## src/rtl/wsfs_pkg.sv

```systemverilog
// Shared types and constants for the weak/strong fault supervisor.
// Depends on nothing; every other file imports it.
package wsfs_pkg;

  // Field widths
  localparam int CMD_W      = 3;
  localparam int MASK_W     = 8;
  localparam int COUNT_W    = 32;
  localparam int FAILS_W    = 8;
  localparam int AGE_W      = 16;
  localparam int CFG_IDX_W  = 2;
  localparam int CFG_DATA_W = 16;

  // Register reset values
  localparam logic [FAILS_W-1:0] FAIL_LIMIT_RST  = 8'd3;
  localparam logic [AGE_W-1:0]   QUEUE_HOLD_RST  = 16'd1000;
  localparam logic [AGE_W-1:0]   RESET_DELAY_RST = 16'd2000;

  // Elapsed-time counters stop here instead of wrapping
  localparam logic [AGE_W-1:0] AGE_MAX = 16'hFFFF;

  // Positions of the weak-fault bits owned by the supervisor
  localparam int WEAK_FRONT = 0;
  localparam int WEAK_REAR  = 1;
  localparam int WEAK_QUEUE = 2;

  // Event commands
  typedef enum logic [CMD_W-1:0] {
    CMD_TICK   = 3'd0,
    CMD_SAMPLE = 3'd1,
    CMD_DROP   = 3'd2,
    CMD_WEAK   = 3'd3,
    CMD_STRONG = 3'd4
  } cmd_t;

  // Configuration register indexes
  typedef enum logic [CFG_IDX_W-1:0] {
    REG_FAIL_LIMIT  = 2'd0,
    REG_QUEUE_HOLD  = 2'd1,
    REG_RESET_DELAY = 2'd2
  } reg_idx_t;

  // One event request
  typedef struct packed {
    logic [CMD_W-1:0]   cmd;
    logic               front_healthy;
    logic               rear_ok;
    logic [COUNT_W-1:0] drop_total;
    logic [MASK_W-1:0]  fault_mask;
    logic               fault_active;
  } evt_t;

  // One result request
  typedef struct packed {
    logic [MASK_W-1:0] weak_faults;
    logic              strong_pending;
    logic [MASK_W-1:0] strong_faults;
    logic              alert_active;
    logic              reset_now;
  } res_t;

  // Current configuration
  typedef struct packed {
    logic [FAILS_W-1:0] fail_limit;
    logic [AGE_W-1:0]   queue_hold;
    logic [AGE_W-1:0]   reset_delay;
  } cfg_t;

endpackage

```

## src/rtl/wsfs_if.sv

```systemverilog
// Valid/ready channel interfaces for events, results and configuration writes.
// Depends on wsfs_pkg for field widths.
interface wsfs_evt_if;
  import wsfs_pkg::*;
  logic               valid;
  logic               ready;
  logic [CMD_W-1:0]   cmd;
  logic               front_healthy;
  logic               rear_ok;
  logic [COUNT_W-1:0] drop_total;
  logic [MASK_W-1:0]  fault_mask;
  logic               fault_active;

  modport source (output valid, cmd, front_healthy, rear_ok, drop_total, fault_mask,
                  fault_active, input ready);
  modport sink (input valid, cmd, front_healthy, rear_ok, drop_total, fault_mask,
                fault_active, output ready);
endinterface

interface wsfs_res_if;
  import wsfs_pkg::*;
  logic              valid;
  logic              ready;
  logic [MASK_W-1:0] weak_faults;
  logic              strong_pending;
  logic [MASK_W-1:0] strong_faults;
  logic              alert_active;
  logic              reset_now;

  modport source (output valid, weak_faults, strong_pending, strong_faults, alert_active,
                  reset_now, input ready);
  modport sink (input valid, weak_faults, strong_pending, strong_faults, alert_active,
                reset_now, output ready);
endinterface

interface wsfs_cfg_if;
  import wsfs_pkg::*;
  logic                  valid;
  logic                  ready;
  logic [CFG_IDX_W-1:0]  index;
  logic [CFG_DATA_W-1:0] data;

  modport source (output valid, index, data, input ready);
  modport sink (input valid, index, data, output ready);
endinterface

```

## src/rtl/wsfs_cfg.sv

```systemverilog
// Configuration registers: fail limit, queue hold time and reset delay.
// Depends on wsfs_pkg and the wsfs_cfg_if interface.
module wsfs_cfg (
  input  logic           clk,
  input  logic           rst,
  wsfs_cfg_if.sink       cfg,
  output wsfs_pkg::cfg_t regs
);
  import wsfs_pkg::*;

  // Writes are always taken; ready is tied high.
  assign cfg.ready = 1'b1;

  // Register file; an index beyond the list is ignored.
  always_ff @(posedge clk) begin
    if (rst) begin
      regs.fail_limit  <= FAIL_LIMIT_RST;
      regs.queue_hold  <= QUEUE_HOLD_RST;
      regs.reset_delay <= RESET_DELAY_RST;
    end else if (cfg.valid) begin
      unique case (cfg.index)
        REG_FAIL_LIMIT:  regs.fail_limit  <= cfg.data[FAILS_W-1:0];
        REG_QUEUE_HOLD:  regs.queue_hold  <= cfg.data[AGE_W-1:0];
        REG_RESET_DELAY: regs.reset_delay <= cfg.data[AGE_W-1:0];
        default: ;
      endcase
    end
  end

endmodule

```

## src/rtl/wsfs_core.sv

```systemverilog
// Supervisor state and its update for one event.
// Depends on wsfs_pkg; the result is the state after the update.
module wsfs_core (
  input  logic           clk,
  input  logic           rst,
  input  logic           fire,
  input  wsfs_pkg::evt_t evt,
  input  wsfs_pkg::cfg_t cfg,
  output wsfs_pkg::res_t res
);
  import wsfs_pkg::*;

  logic [FAILS_W-1:0] front_failures, front_failures_next;
  logic [FAILS_W-1:0] rear_failures, rear_failures_next;
  logic [MASK_W-1:0]  weak_bits, weak_bits_next;
  logic [COUNT_W-1:0] last_drop_count, last_drop_count_next;
  logic [AGE_W-1:0]   queue_age, queue_age_next;
  logic               strong_latched, strong_latched_next;
  logic [MASK_W-1:0]  strong_bits, strong_bits_next;
  logic [AGE_W-1:0]   strong_age, strong_age_next;

  // Next-state logic for the event in the input register.
  always_comb begin
    front_failures_next  = front_failures;
    rear_failures_next   = rear_failures;
    weak_bits_next       = weak_bits;
    last_drop_count_next = last_drop_count;
    queue_age_next       = queue_age;
    strong_latched_next  = strong_latched;
    strong_bits_next     = strong_bits;
    strong_age_next      = strong_age;

    unique case (evt.cmd)
      CMD_TICK: begin
        if (queue_age != AGE_MAX) queue_age_next = queue_age + 16'd1;
        if (strong_latched && strong_age != AGE_MAX) strong_age_next = strong_age + 16'd1;
      end
      CMD_SAMPLE: begin
        // Front sensor: an OK sample clears, a failure counts up to the limit.
        if (evt.front_healthy) begin
          front_failures_next        = '0;
          weak_bits_next[WEAK_FRONT] = 1'b0;
        end else if (front_failures < cfg.fail_limit) begin
          front_failures_next = front_failures + 8'd1;
          if (front_failures_next >= cfg.fail_limit) weak_bits_next[WEAK_FRONT] = 1'b1;
        end
        // Rear sensor works the same way on its own counter.
        if (evt.rear_ok) begin
          rear_failures_next        = '0;
          weak_bits_next[WEAK_REAR] = 1'b0;
        end else if (rear_failures < cfg.fail_limit) begin
          rear_failures_next = rear_failures + 8'd1;
          if (rear_failures_next >= cfg.fail_limit) weak_bits_next[WEAK_REAR] = 1'b1;
        end
      end
      CMD_DROP: begin
        // A new count raises the queue bit; a steady count clears it after the hold time.
        if (evt.drop_total != last_drop_count) begin
          last_drop_count_next       = evt.drop_total;
          queue_age_next             = '0;
          weak_bits_next[WEAK_QUEUE] = 1'b1;
        end else if (weak_bits[WEAK_QUEUE] && queue_age >= cfg.queue_hold) begin
          weak_bits_next[WEAK_QUEUE] = 1'b0;
        end
      end
      CMD_WEAK: begin
        if (evt.fault_active) weak_bits_next = weak_bits | evt.fault_mask;
        else                  weak_bits_next = weak_bits & ~evt.fault_mask;
      end
      CMD_STRONG: begin
        // Only the first request latches; the latch holds until reset.
        if (!strong_latched) begin
          strong_latched_next = 1'b1;
          strong_bits_next    = evt.fault_mask;
          strong_age_next     = '0;
        end
      end
      default: ;
    endcase
  end

  // Result reflects the state after this event.
  always_comb begin
    res.weak_faults    = weak_bits_next;
    res.strong_pending = strong_latched_next;
    res.strong_faults  = strong_bits_next;
    res.alert_active   = strong_latched_next || (weak_bits_next != '0);
    res.reset_now      = strong_latched_next && (strong_age_next >= cfg.reset_delay);
  end

  // State registers advance once per event.
  always_ff @(posedge clk) begin
    if (rst) begin
      front_failures  <= '0;
      rear_failures   <= '0;
      weak_bits       <= '0;
      last_drop_count <= '0;
      queue_age       <= '0;
      strong_latched  <= 1'b0;
      strong_bits     <= '0;
      strong_age      <= '0;
    end else if (fire) begin
      front_failures  <= front_failures_next;
      rear_failures   <= rear_failures_next;
      weak_bits       <= weak_bits_next;
      last_drop_count <= last_drop_count_next;
      queue_age       <= queue_age_next;
      strong_latched  <= strong_latched_next;
      strong_bits     <= strong_bits_next;
      strong_age      <= strong_age_next;
    end
  end

endmodule

```

## src/rtl/weak_strong_fault_supervisor_unit.sv

```systemverilog
// Top level of the weak/strong fault supervisor: input register, core, result register.
// Depends on wsfs_pkg, the channel interfaces, wsfs_cfg and wsfs_core.
//
//   Channel | Direction | Payload
//   evt     | in        | cmd, front_healthy, rear_ok, drop_total, fault_mask, fault_active
//   res     | out       | weak_faults, strong_pending, strong_faults, alert_active, reset_now
//   cfg     | in        | index, data (write only, always ready)
//
// One event is accepted per cycle while the result channel is not stalled; its result
// is presented from the result register after the event passes the input register.
// Between the two registers the update is one pass through the core's compares and
// counters. A stalled result holds the result register and a full input register;
// evt.ready stays high while the input register can drain. Synchronous reset clears
// the core state, the configuration registers and both valid flags.
module weak_strong_fault_supervisor_unit (
  input  logic      clk,
  input  logic      rst,
  wsfs_evt_if.sink  evt,
  wsfs_res_if.source res,
  wsfs_cfg_if.sink  cfg
);
  import wsfs_pkg::*;

  logic   stage_valid;
  evt_t   stage_evt;
  logic   res_valid;
  res_t   res_data;
  res_t   res_calc;
  cfg_t   cfg_regs;
  logic   advance;
  logic   fire;

  // Pipeline moves when the result register is empty or being taken.
  assign advance   = !res_valid || res.ready;
  assign fire      = advance && stage_valid;
  assign evt.ready = !stage_valid || advance;

  // Input register.
  always_ff @(posedge clk) begin
    if (rst) begin
      stage_valid <= 1'b0;
    end else if (evt.ready) begin
      stage_valid <= evt.valid;
    end
  end

  always_ff @(posedge clk) begin
    if (evt.valid && evt.ready) begin
      stage_evt.cmd           <= evt.cmd;
      stage_evt.front_healthy <= evt.front_healthy;
      stage_evt.rear_ok       <= evt.rear_ok;
      stage_evt.drop_total    <= evt.drop_total;
      stage_evt.fault_mask    <= evt.fault_mask;
      stage_evt.fault_active  <= evt.fault_active;
    end
  end

  wsfs_cfg u_cfg (
    .clk  (clk),
    .rst  (rst),
    .cfg  (cfg),
    .regs (cfg_regs)
  );

  wsfs_core u_core (
    .clk  (clk),
    .rst  (rst),
    .fire (fire),
    .evt  (stage_evt),
    .cfg  (cfg_regs),
    .res  (res_calc)
  );

  // Result register.
  always_ff @(posedge clk) begin
    if (rst) begin
      res_valid <= 1'b0;
    end else if (advance) begin
      res_valid <= stage_valid;
    end
  end

  always_ff @(posedge clk) begin
    if (fire) begin
      res_data <= res_calc;
    end
  end

  assign res.valid          = res_valid;
  assign res.weak_faults    = res_data.weak_faults;
  assign res.strong_pending = res_data.strong_pending;
  assign res.strong_faults  = res_data.strong_faults;
  assign res.alert_active   = res_data.alert_active;
  assign res.reset_now      = res_data.reset_now;

endmodule

```

## src/flat_wrapper.sv

```systemverilog
// flat-port wrapper written by rule: the top's interface ports become plain ports
module weak_strong_fault_supervisor_unit_flat import wsfs_pkg::*;
  (clk, rst, evt_valid, evt_cmd, evt_front_healthy, evt_rear_ok, evt_drop_total, evt_fault_mask, evt_fault_active, evt_ready, res_valid, res_weak_faults, res_strong_pending, res_strong_faults, res_alert_active, res_reset_now, res_ready, cfg_valid, cfg_index, cfg_data, cfg_ready);
  wsfs_evt_if evt_i ();
  wsfs_res_if res_i ();
  wsfs_cfg_if cfg_i ();
  input  logic clk;
  input  logic rst;
  input wire logic [$bits(evt_i.valid)-1:0] evt_valid;
  input wire logic [$bits(evt_i.cmd)-1:0] evt_cmd;
  input wire logic [$bits(evt_i.front_healthy)-1:0] evt_front_healthy;
  input wire logic [$bits(evt_i.rear_ok)-1:0] evt_rear_ok;
  input wire logic [$bits(evt_i.drop_total)-1:0] evt_drop_total;
  input wire logic [$bits(evt_i.fault_mask)-1:0] evt_fault_mask;
  input wire logic [$bits(evt_i.fault_active)-1:0] evt_fault_active;
  output wire logic [$bits(evt_i.ready)-1:0] evt_ready;
  output wire logic [$bits(res_i.valid)-1:0] res_valid;
  output wire logic [$bits(res_i.weak_faults)-1:0] res_weak_faults;
  output wire logic [$bits(res_i.strong_pending)-1:0] res_strong_pending;
  output wire logic [$bits(res_i.strong_faults)-1:0] res_strong_faults;
  output wire logic [$bits(res_i.alert_active)-1:0] res_alert_active;
  output wire logic [$bits(res_i.reset_now)-1:0] res_reset_now;
  input wire logic [$bits(res_i.ready)-1:0] res_ready;
  input wire logic [$bits(cfg_i.valid)-1:0] cfg_valid;
  input wire logic [$bits(cfg_i.index)-1:0] cfg_index;
  input wire logic [$bits(cfg_i.data)-1:0] cfg_data;
  output wire logic [$bits(cfg_i.ready)-1:0] cfg_ready;
  assign evt_i.valid = evt_valid;
  assign evt_i.cmd = evt_cmd;
  assign evt_i.front_healthy = evt_front_healthy;
  assign evt_i.rear_ok = evt_rear_ok;
  assign evt_i.drop_total = evt_drop_total;
  assign evt_i.fault_mask = evt_fault_mask;
  assign evt_i.fault_active = evt_fault_active;
  assign evt_ready = evt_i.ready;
  assign res_valid = res_i.valid;
  assign res_weak_faults = res_i.weak_faults;
  assign res_strong_pending = res_i.strong_pending;
  assign res_strong_faults = res_i.strong_faults;
  assign res_alert_active = res_i.alert_active;
  assign res_reset_now = res_i.reset_now;
  assign res_i.ready = res_ready;
  assign cfg_i.valid = cfg_valid;
  assign cfg_i.index = cfg_index;
  assign cfg_i.data = cfg_data;
  assign cfg_ready = cfg_i.ready;
  weak_strong_fault_supervisor_unit u_core (.clk(clk), .rst(rst), .evt(evt_i), .res(res_i), .cfg(cfg_i));
endmodule
```

## config.mk

```make
export PLATFORM = sky130hd
export DESIGN_NAME = weak_strong_fault_supervisor_unit_flat
export DESIGN_NICKNAME = d
export VERILOG_FILES = /design/src/rtl/wsfs_pkg.sv /design/src/rtl/wsfs_if.sv /design/src/rtl/wsfs_cfg.sv /design/src/rtl/wsfs_core.sv /design/src/rtl/weak_strong_fault_supervisor_unit.sv /design/src/flat_wrapper.sv
export SDC_FILE = /design/constraint.sdc
export NUM_CORES = 1
export LEC_CHECK = 0
export BUFFER_PORTS_ARGS = -buffer_cell sky130_fd_sc_hd__buf_4
export CAP_MARGIN = 10
export CELL_PAD_IN_SITES_DETAIL_PLACEMENT = 0
export CELL_PAD_IN_SITES_GLOBAL_PLACEMENT = 1
export CORE_MARGIN = 5
export CORE_UTILIZATION = 42
export DETAILED_ROUTE_END_ITERATION = 10
export GPL_ROUTABILITY_DRIVEN = 1
export PLACE_DENSITY = 0.87
export SYNTH_ARGS = -nofsm -noshare
export SYNTH_HDL_FRONTEND = slang
export SYNTH_SLANG_ARGS = --single-unit
```

## constraint.sdc

```tcl
create_clock -name clk -period 3.1 [get_ports clk]
set_clock_uncertainty 0.1 [all_clocks]
set_input_delay 0.31 -clock clk [delete_from_list [all_inputs] [get_ports clk]]
set_output_delay 0.31 -clock clk [all_outputs]
set_load 0.01 [all_outputs]
```

==> results.yml <==
status:
  status: "finished clean"
cells_and_area:
  nets: 1394
  mostFrequentLayoutCells: "138 x dfxtp_1, 129 x buf_4, 123 x nor2_1"
  layout-area-overhead-vs-synth_pct: 25.7
  layout-drive-gt1-share_pct: 14.7
  final_common_cell: "dfxtp_1"
  multi_input_area_sq_um: 5130
  fillCellCount: 2173
  seq_area_sq_um: 4740
worst_setup_path:
  crit_arrival_ns: 3.16
  critical_path_class: "reg -> reg"
  cp-start-kind: "register"
  slowest_delay_ns: 0.65
  cp_max_fo: 8
  crit_cells: 11
  worstRegToRegCells: 11
  crit_path_start: "u_core.stage_evt[45]"
  cp_cell_sequence: "or4b_4 > nor4_4 > buf_4 > a31oi_2 > nand2_1 > o21ai_2 > ha_1 > nor2b_1 > o21ai_1 > o31ai_1 > a21o_1"
  crit_path_end_kind: "register"
  crit_buf_inv: 1
  worstPathRequired_ns: 3.26
  cp_top_family: "simple AND/OR/NAND/NOR gates"
  critPathSlowestCell: "or4b_4"
  r2r-start: "u_core.stage_evt[45]"
drt:
  vias: 8334
  postRouteAntennaNets: 0
  firstDrtPassIters: 5
  drc: 0
  vias_per_cell: 5.22
  avgRoutedWirePerCell_um: 15.3
  drt_wl_total_um: 24400
  first_iter_violations: 384
sta:
  relSlewSlack_pct: 40.9
  drv_slew: 0
  worst_slack_ns: 0.102
  hold_violations: 0
  tightestPinTransition_ns: 0.883
  hold_ws_ns: 0.0289
  finalSetupViolations: 0
  finalCritPeriodShare_pct: 96.7
  rsz0062_at_grt: "yes"
  finalCriticalPeriod_ns: 3.00
  fmax_mhz: 334
yosys:
  yosys.area_share.adder_pct: 8.29
  synth_compound_area_share_pct: 13.2
  synth_top_cell_by_area: "dfxtp_1"
  synth_top_family_by_area: "simple AND/OR/NAND/NOR gates"
  synth_area_leaders: "dfxtp_1 27%, edfxtp_1 19%, ha_1 8.3%"
  syn_area_sq_um: 10300
  synth_area_per_cell_sq_um: 9.41
  yosysWarnings: 0
  muxShareOfSynthArea_pct: 4.46
  synth-edff-count: 65
  synth_xor_xnor_area_share_pct: 4.78
  synth_top_area_share_pct: 27.1
  ys.flop_type: "dfxtp_1"
  synthSimpleGateAreaFrac_pct: 18.7
  ys_types: 71
  syn_nets: 1227
  ys_ff_latch: 204
  synth_cells: 1090
  async_reset_ff_share_pct: 0
  ys_seq_area_share_pct: 46.2
clocking:
  clk_latency_ns: 0.50
  clk_pin_slew_worst_paths_ns: 0.06
  root_buffer: "clkbuf_16"
  cts_buffer_depth: 3
  cts_tree: "built"
  clock_sinks: 204
  numCtsBuffers: 23
  htreeDepth: 1
floorplan:
  core_area_sq_um: 24200
  die_y_um: 166
  placementRows: 57
  ios: 91
  dieWidth_um: 166
  die_area_sq_um: 27700
  initial_core_util_pct: 42.4
global_routing:
  track_usage_pct: 17.1
  grt_pass1_wl_um: 40200
  grt_pass1_vias: 8171
  grt_max_degree: 61
  grt-ovfl-total: 0
  antenna_found_initial: 1
power_and_ir_drop:
  power_density_nw_per_um2: 485
  vdd_drop_max_mv: 0.495
  p_leak_nw: 5.10
worst_hold_path:
  holdCritPathClass: "in -> reg"
  worstHoldStart: "res_ready"
  holdPathStages: 4
place:
  dp_hpwl_um: 16700
  io_buffers: 89
  place_ws_ns: -0.00568
  gp_congestion: 0.839
run:
  cap_violations: 0
-- stage by stage --
stage	setup TNS [ns]	util [%]	cells	total power [mW]	cell area, sq um
3_3_place_gp	0	47.4	1492	3.40	11400
2_1_floorplan	0	-	1090	3.22	10300
3_5_place_dp	-0.00568	47.4	1492	3.41	11400
6_report	0	53.4	1598	6.26	12900
4_1_cts	0	53.2	1596	6.32	12900
5_1_grt	-0.0809	53.4	1598	6.51	12900
-- worst register-to-register path: cells and delay by family (launching register included) --
family | cells | cell delay, ns
DFF | 1 | 0.39
AOI/OAI and AO/OA | 5 | 0.53
buffers and inverters | 1 | 0.18
and+or+nand+nor | 4 | 1.25
adders and majority gates | 1 | 0.31
-- per-layer routing --
layer / global-route usage [%] / wire length [um]
met3: 2.57 / 915
met1: 22.2 / 10900
met5: 0 / 0
met2: 29.8 / 12000
met4: 4.55 / 581
-- flip-flops by register name (all words and copies together), names as in the netlist, 16 cells and up --
name and flops:
u_core.stage_evt 46, u_core.u_cfg.regs 40, u_core.u_core.last_drop_count 32, u_core.u_core.queue_age 16, u_core.u_core.strong_age 16
-- timing repair --
action	in CTS	in global routing
gates resized for setup	1	10
hold buffers	63	0
endpoints found under the hold margin	84	0
pin swaps	0	11
setup endpoints to repair	1	1
gates cloned	0	0
setup buffers	0	1
-- final timing paths --
path / end / slack (ns)
worst max-delay path: u_core.res.reset_now / 0.10
worst min-delay path: u_core.res.valid / 0.03
worst max register to register: u_core.res.reset_now / 0.10
worst min register to register: u_core.u_cfg.regs[18] / 0.36
-- power by group --
group	internal, mW	switching [mW]	total [mW]
combinational	0.245	0.267	0.512
sequential	2.86	0.0521	2.91
clock	1.77	1.07	2.84
-- cell type report --
| type | count | share of cell area (%) |
|---|---|---|
| Clock buffer | 27 | 4.58 |
| Timing Repair Buffer | 194 | 12.7 |
| Clock inverter | 14 | 1.47 |
| Tap cell | 324 | 3.14 |
| Sequential cell | 204 | 36.7 |
| Multi-Input combinational cell | 779 | 39.8 |
| Antenna cell | 1 | 0.0194 |
| Inverter | 55 | 1.60 |
-- cells by family (layout without fill, tap and decap cells) --
kind of cell,count (synthesis),count (layout)
buffers and inverters,107,290
other,1,2
AOI/OAI and AO/OA,220,220
and+or+nand+nor,389,389
xor gates and xnor gates,56,56
adders and majority gates,68,68
DFF,204,204
muxes,45,45
-- cells in the mapped netlist (6+ instances only) --
cell type  instances
dfxtp_1          139
nor2_1           124
nand2_1          111
a21oi_1           89
ha_1              68
edfxtp_1          65
inv_1             54
o21ai_0           50
xnor2_1           43
mux2i_1           39
clkbuf_1          38
nand4_1           29
nand3_1           22
or3_1             21
nor3_1            17
a211o_1           15
a31oi_1           13
xor2_1            13
and3_1            12
a21o_1            11
a311oi_1          10
a211oi_1           9
buf_2              6
nand2b_1           6
nor3b_1            6
o31ai_1            6
Note: power is estimated with default switching activity, not from simulation.
